### src/hdl/ffl_pkg.sv
`default_nettype none
// ----------------------------------------------------------------------------
// ffl_pkg
// Shared widths, operation and status codes, and cell types for the
// first-fit free block table.
// ----------------------------------------------------------------------------
package ffl_pkg;

  localparam int KIND_W    = 3;
  localparam int ADDR_W    = 32;
  localparam int IDX_W     = 4;
  localparam int STATUS_W  = 2;
  localparam int DEPTH_DEF = 16;

  localparam logic [KIND_W-1:0] KIND_APPEND  = 3'd0;
  localparam logic [KIND_W-1:0] KIND_SEARCH  = 3'd1;
  localparam logic [KIND_W-1:0] KIND_RM_AT   = 3'd2;
  localparam logic [KIND_W-1:0] KIND_RM_LAST = 3'd3;
  localparam logic [KIND_W-1:0] KIND_RD_LAST = 3'd4;

  localparam logic [STATUS_W-1:0] ST_OK     = 2'd0;
  localparam logic [STATUS_W-1:0] ST_NONE   = 2'd1;
  localparam logic [STATUS_W-1:0] ST_FULL   = 2'd2;
  localparam logic [STATUS_W-1:0] ST_BADPOS = 2'd3;

  // value handed down the probe chain toward cell 0
  typedef struct packed {
    logic              found;
    logic [IDX_W-1:0]  pos;
    logic [ADDR_W-1:0] start;
    logic [ADDR_W-1:0] size;
  } probe_t;

  // per-cell controls from the sequencer
  typedef struct packed {
    logic wr;
    logic shift;
    logic clr;
    logic scan;
    logic hit_en;
    logic fit_mode;
  } cell_ctl_t;

endpackage
`default_nettype wire

### src/hdl/ffl_cell.sv
`default_nettype none
// ----------------------------------------------------------------------------
// ffl_cell
// One table entry plus one stage of the probe chain that carries the
// first matching entry toward cell 0.
// ----------------------------------------------------------------------------
module ffl_cell (
  input  wire                         clk,
  input  wire ffl_pkg::cell_ctl_t     ctl,
  input  wire [ffl_pkg::IDX_W-1:0]    cell_pos,
  input  wire [ffl_pkg::ADDR_W-1:0]   wr_start,
  input  wire [ffl_pkg::ADDR_W-1:0]   wr_size,
  input  wire [ffl_pkg::ADDR_W-1:0]   fit_req,
  input  wire [ffl_pkg::ADDR_W-1:0]   nxt_start,
  input  wire [ffl_pkg::ADDR_W-1:0]   nxt_size,
  input  wire ffl_pkg::probe_t        probe_in,
  output logic [ffl_pkg::ADDR_W-1:0]  start_o,
  output logic [ffl_pkg::ADDR_W-1:0]  size_o,
  output ffl_pkg::probe_t             probe_o
);
  import ffl_pkg::*;

  logic [ADDR_W-1:0] start_r, start_nxt;
  logic [ADDR_W-1:0] size_r, size_nxt;
  probe_t            probe_r, probe_nxt;
  logic              match;

  assign match = ctl.hit_en && (!ctl.fit_mode || (size_r >= fit_req));

  always_comb begin
    start_nxt = start_r;
    size_nxt  = size_r;
    if (ctl.wr) begin
      start_nxt = wr_start;
      size_nxt  = wr_size;
    end else if (ctl.shift) begin
      start_nxt = nxt_start;
      size_nxt  = nxt_size;
    end
  end

  always_comb begin
    probe_nxt = probe_r;
    if (ctl.clr) begin
      probe_nxt = '0;
    end else if (ctl.scan) begin
      if (match) begin
        probe_nxt.found = 1'b1;
        probe_nxt.pos   = cell_pos;
        probe_nxt.start = start_r;
        probe_nxt.size  = size_r;
      end else begin
        probe_nxt = probe_in;
      end
    end
  end

  always_ff @(posedge clk) begin
    start_r <= start_nxt;
    size_r  <= size_nxt;
    probe_r <= probe_nxt;
  end

  assign start_o = start_r;
  assign size_o  = size_r;
  assign probe_o = probe_r;

endmodule
`default_nettype wire
### config.mk
export PLATFORM = sky130hd
export DESIGN_NAME = ffl_cell
export DESIGN_NICKNAME = d
export VERILOG_FILES = /design/src/hdl/ffl_pkg.sv /design/src/hdl/ffl_cell.sv
export SDC_FILE = /design/constraint.sdc
export NUM_CORES = 1
export LEC_CHECK = 0
export BUFFER_PORTS_ARGS = -buffer_cell sky130_fd_sc_hd__buf_2
export CORE_AREA = 2 2 164 150
export DETAILED_ROUTE_END_ITERATION = 10
export DIE_AREA = 0 0 166 152
export HOLD_SLACK_MARGIN = 0.03
export PLACE_DENSITY = 0.63
export SYNTH_ARGS = -nofsm -noshare
export SYNTH_HDL_FRONTEND = slang
export SYNTH_SLANG_ARGS = --single-unit
### constraint.sdc
create_clock -name clk -period 2.58 [get_ports clk]
set_input_delay 0.516 -clock clk [delete_from_list [all_inputs] [get_ports clk]]
set_output_delay 0.516 -clock clk [all_outputs]
set_load 0.01 [all_outputs]
# == Yosys cells after proc, flatten, opt, wreduce, memory -nomap -nowiden ==
# Cells that the tools add are included.
# word_totals
register_bits,133
inputBits,240
out_inout_bits,133
word_cells,16
# op_classes
order_cmp,1
n_mux,5
n_reduce_logical,4
# op_table
cell,count
$mux 32,4
$mux 69,1
$ge 32x32->1,1
$reduce_bool 2->1,1
$logic_and 1x1->1,1
$logic_not 1->1,1
$logic_or 1x1->1,1

# == Logic depth before layout (Yosys ltp) ==
# logic_depth
word_depth,4
ltp_mapped,10
depth_no_buf,8

# == Worst setup path before layout ==
# OpenSTA, ideal clock, no wires.
# synth_timing
path_kind,input to register
from,input ctl[5] (netlist bit)
to,"register size_r[0], in the netlist size_o[0], enable pin"
setup_time_ps,394
t_arrival_ps,2066
required_ps,2186
path_slack_ps,120
cell_stages,3
path_buffers,2
cell_sequence,clkbuf_1 -> clkbuf_1 -> or2_2
# synth_via
elab_chain_len,1
# synth_lines
element,line_no,text
"start, declared",ffl_cell.sv:9,"input wire ffl_pkg::cell_ctl_t ctl,"
$reduce_bool 2->1 (no line),--,
"end signal, assigned",ffl_cell.sv:60,size_r <= size_nxt;
"end, declared",ffl_cell.sv:24,"logic [ADDR_W-1:0] size_r, size_nxt;"
# Every way passes these cells.
# A chain may end at the register's enable or synchronous reset.

# == Worst setup path in the final report ==
# layout_timing
from,"register size_r[30], in the netlist size_o[30]"
to,register probe_r (netlist bit probe_o[17])
# layout_via
elab_chain_len,4
# layout_lines
element,line_no,text
$ge 32x32->1,ffl_cell.sv:28,assign match = ctl.hit_en && (!ctl.fit_mode || (size_r >= fit_req));
$logic_or 1x1->1,ffl_cell.sv:28,
$logic_and 1x1->1,ffl_cell.sv:28,
$mux 69,ffl_cell.sv:47,if (match) begin
"end signal, assigned",ffl_cell.sv:61,probe_r <= probe_nxt;
"end, declared",ffl_cell.sv:25,"probe_t probe_r, probe_nxt;"
# Every way passes these cells.

==> flow_summary_export.csv <==
group,metric,value,unit
power_and_ir_drop,pwr-share-seq,42.1,%
timing,layout_setup_ws,-30.41,ps
floorplanning,io_pins,373,
power_and_ir_drop,irDropWorstVdd,0.0003576,V
clocking,cts_tree,"yes",
placement,place_ws,-197.3,ps
detailed_routing,post_drt_wl_per_cell,19.15,um
floorplanning,std_cell_rows,54,
floorplanning,core_region_area,23720,um2
final_layout,nets,1286,
hold_path,worst_hold_path_type,"in -> reg",
detailed_routing,wl_met3,1.787,mm
global_routing,antenna_found_initial,0,
timing,tightest_slew,636.1,ps
final_layout,multi_input_comb_area,3166,um2
floorplanning,die_y,152,um
timing,post-route-period-util,101.2,%
final_layout,area_growth,48.47,%
clocking,path_clk_slew,60,ps
critical_path,critPathMaxStageDelay,460,ps
placement,port-buffer-count,372,
synth,synthCells,648,
timing,whs,373.9,ps
detailed_routing,first_iter_violations,428,
global_routing,grt_pass1_wl,36.52,mm
timing,period_minus_slack,2610,ps
detailed_routing,wl,25.56,mm
power_and_ir_drop,p_comb_share,21.0,%
floorplanning,fp.dieW,166,um
detailed_routing,dr.pass1.iters,5,
power_and_ir_drop,p_sw,1.816,mW
final_layout,stdcell_area,9923,um2
detailed_routing,dr.max_layer_used,"met4",
timing,relSlewSlack,57.59,%
timing,rsz0062_at_grt,"yes",
power_and_ir_drop,p_leak,4.492,nW
global_routing,grt_overflow,0,
floorplanning,start_util,28.18,%
final_layout,layout-drive-gt1-share,51.80,%
clocking,htree_levels,4,
placement,gp_congestion,0.8425,
critical_path,cp-end-kind,"flop",
synth,ys_types,36,
clocking,cts_root_buffer,"clkbuf_16",
timing,drv_slew,0,
critical_path,cp_slowest_cell,"edfxtp_1",
critical_path,crit_arrival,2930,ps
critical_path,start_kind,"flop",
critical_path,cp.buffers_inverters,2,
clocking,worstSkewPairLatency,410,ps
synth,avgSynthCellArea,10.31,um2
power_and_ir_drop,switching_share,29.61,%
status,status,"finished, violations left",
critical_path,critPathTopFamily,"simple AND/OR/NAND/NOR gates",
timing,finalSetupViolCount,5,
placement,place_area,8976,um2
clocking,cts_buffers,17,
detailed_routing,drc,0,
floorplanning,fp.dieArea,25230,um2
final_layout,seq_area,3303,um2
critical_path,cp_data_required_time,2900,ps
flow_run,cap_violations,0,
global_routing,grtUsageTotal,18.34,%
detailed_routing,met2_length,12.35,mm
final_layout,n_antenna_cell,0,
final_layout,fillCellCount,2313,
detailed_routing,avgViaCountPerCell,5.033,
clocking,clk_path_buf_depth,2,
detailed_routing,wl_met1,10.78,mm
clocking,cts_sinks,133,
timing,hold_viol_final,0,
synth,ys_seq_elements,133,
timing,fin_skew,12.55,ps
synth,syn_area,6684,um2
status,violations,"setup timing",
global_routing,grt_max_degree,139,
detailed_routing,antenna_left,0,
power_and_ir_drop,internal_power,4.316,mW
final_layout,layout_commonest_cell,"buf_2",
critical_path,worstPathCellList,"ha_4, nand4_4, nor4_4, nand4_1, a31oi_4, buf_12, clkbuf_16, o21ai_0, a311oi_1",
power_and_ir_drop,clkPwrFrac,36.8,%
global_routing,grt_pass1_vias,6605,
power_and_ir_drop,pwr_density_cell,617.9,nW/um2
synth,yosysWarnings,0,
synth,yosysSeqAreaShare,49.42,%
detailed_routing,vias,6719,
timing,clock.fmax,383.1,MHz
synth,syn-num-nets,920,
critical_path,crit_fanout,16,
placement,dpl.hpwl,17.34,mm
critical_path,path_class,"reg -> reg",
final_layout,final_cell_mix,"buf_2 (370), nand3_1 (69), nor2_1 (69), dfxtp_1 (69)",
-- metal layers --
| metal | vias up | track usage (%) |
|---|---|---|
| met3 | 43 | 4.585 |
| met2 | 325 | 30.25 |
| met1 | 3174 | 22.90 |
| li1 | 3177 | - |
| met5 | - | 0 |
| met4 | 0 | 7.743 |
-- registers in the layout, indices dropped and copies added (netlist names) --
| signal | count |
|---|---|
| probe_o | 69 |
| size_o | 32 |
| start_o | 32 |
-- worst register-to-register path, stage by stage (launching register included) --
cell and delay (ps):
edfxtp_1 460, ha_4 330, nand4_4 150, nor4_4 360, nand4_1 220, a31oi_4 250, buf_12 190, clkbuf_16 190
o21ai_0 110, a311oi_1 250
-- power groups by stage --
stage               logic (mW)  registers, mW  clock network, mW
CTS                       1.21           2.57               2.32
finish                    1.29           2.58               2.26
floorplan                0.512           2.69                  0
global route              1.40           2.61               2.40
global placement          1.17           2.62                  0
detailed placement        1.20           2.62                  0
-- through the flow --
stage          util, %  power, mW  cells  setup TNS, ps
3_3_place_gp     37.85      3.790   1289          -4916
2_1_floorplan        -      3.199    648              0
6_report         41.84      6.131   1335         -46.37
5_1_grt          41.84      6.411   1335          -3724
3_5_place_dp     37.85      3.814   1289          -9693
4_1_cts          40.44      6.099   1326              0
-- layout make-up --
class                      instances  area share [%]
sequential                       133           33.29
timing repair buffer             405           24.13
tap                              308           3.883
clock inverter                    13           1.009
clock buffer                      19           4.463
multi-input combinational        422           31.90
inverter                          35           1.324
-- cell usage after synthesis --
| cell | number | area, um2 |
|---|---|---|
| dfxtp_1 | 69 | 1381 |
| nand3_1 | 69 | 345.3 |
| nor2_1 | 69 | 259.0 |
| o21ai_0 | 69 | 345.3 |
| a311oi_1 | 68 | 595.6 |
| edfxtp_1 | 64 | 1922 |
| mux2_2 | 64 | 720.7 |
| clkbuf_1 | 47 | 176.4 |
| inv_1 | 35 | 131.4 |
| ha_1 | 32 | 400.4 |
| a21oi_1 | 12 | 60.06 |
| nand2_1 | 8 | 30.03 |
| o21ai_1 | 7 | 35.03 |
| buf_4 | 6 | 45.04 |
| and4_1 | 3 | 26.28 |
| nor3_1 | 3 | 15.01 |
| a211oi_1 | 2 | 15.01 |
| buf_2 | 2 | 10.01 |
| nand4_1 | 2 | 12.51 |
| a211o_1 | 1 | 8.760 |
| a221o_1 | 1 | 10.01 |
| a31o_2 | 1 | 8.760 |
| a31oi_1 | 1 | 6.260 |
| a31oi_2 | 1 | 12.51 |
| and2_1 | 1 | 6.260 |
| and3_1 | 1 | 6.260 |
| buf_1 | 1 | 3.750 |
| buf_6 | 1 | 11.26 |
| clkbuf_2 | 1 | 5.000 |
| nand4_2 | 1 | 12.51 |
| nor4_2 | 1 | 12.51 |
| o22a_1 | 1 | 8.760 |
| o31a_2 | 1 | 10.01 |
| o31ai_1 | 1 | 7.510 |
| o31ai_4 | 1 | 21.27 |
| or2_2 | 1 | 6.260 |
-- path summary, 6_finish.rpt --
kind / from / to / slack [ps] / depth (start not counted)
worst max-delay path: size_o[30]$_DFFE_PP_ / probe_o[17]$_SDFFE_PP0P_ / -30 / 9
worst min-delay path: probe_in[39] / probe_o[39]$_SDFFE_PP0P_ / 370 / 3
worst max register to register: size_o[30]$_DFFE_PP_ / probe_o[17]$_SDFFE_PP0P_ / -30 / 9
worst min register to register: probe_o[67]$_SDFFE_PP0P_ / probe_o[67]$_SDFFE_PP0P_ / 480 / 2
-- cell families after synthesis --
group,count (synthesis),synth area share [%]
fa+ha+maj,32,5.990
simple gates,159,10.95
mux,64,10.78
flops,133,49.42
buf+inv,93,5.728
compound gates,167,17.13
-- what timing repair did --
action / in CTS / in global routing
endpoints found under the setup margin: 25 / 69
hold buffers: 0 / 0
buffers inserted: 4 / 3
gates resized for setup: 1 / 58
gates cloned: 1 / 7
pin swaps: 3 / 14
Power figures use the tool's default switching activity.
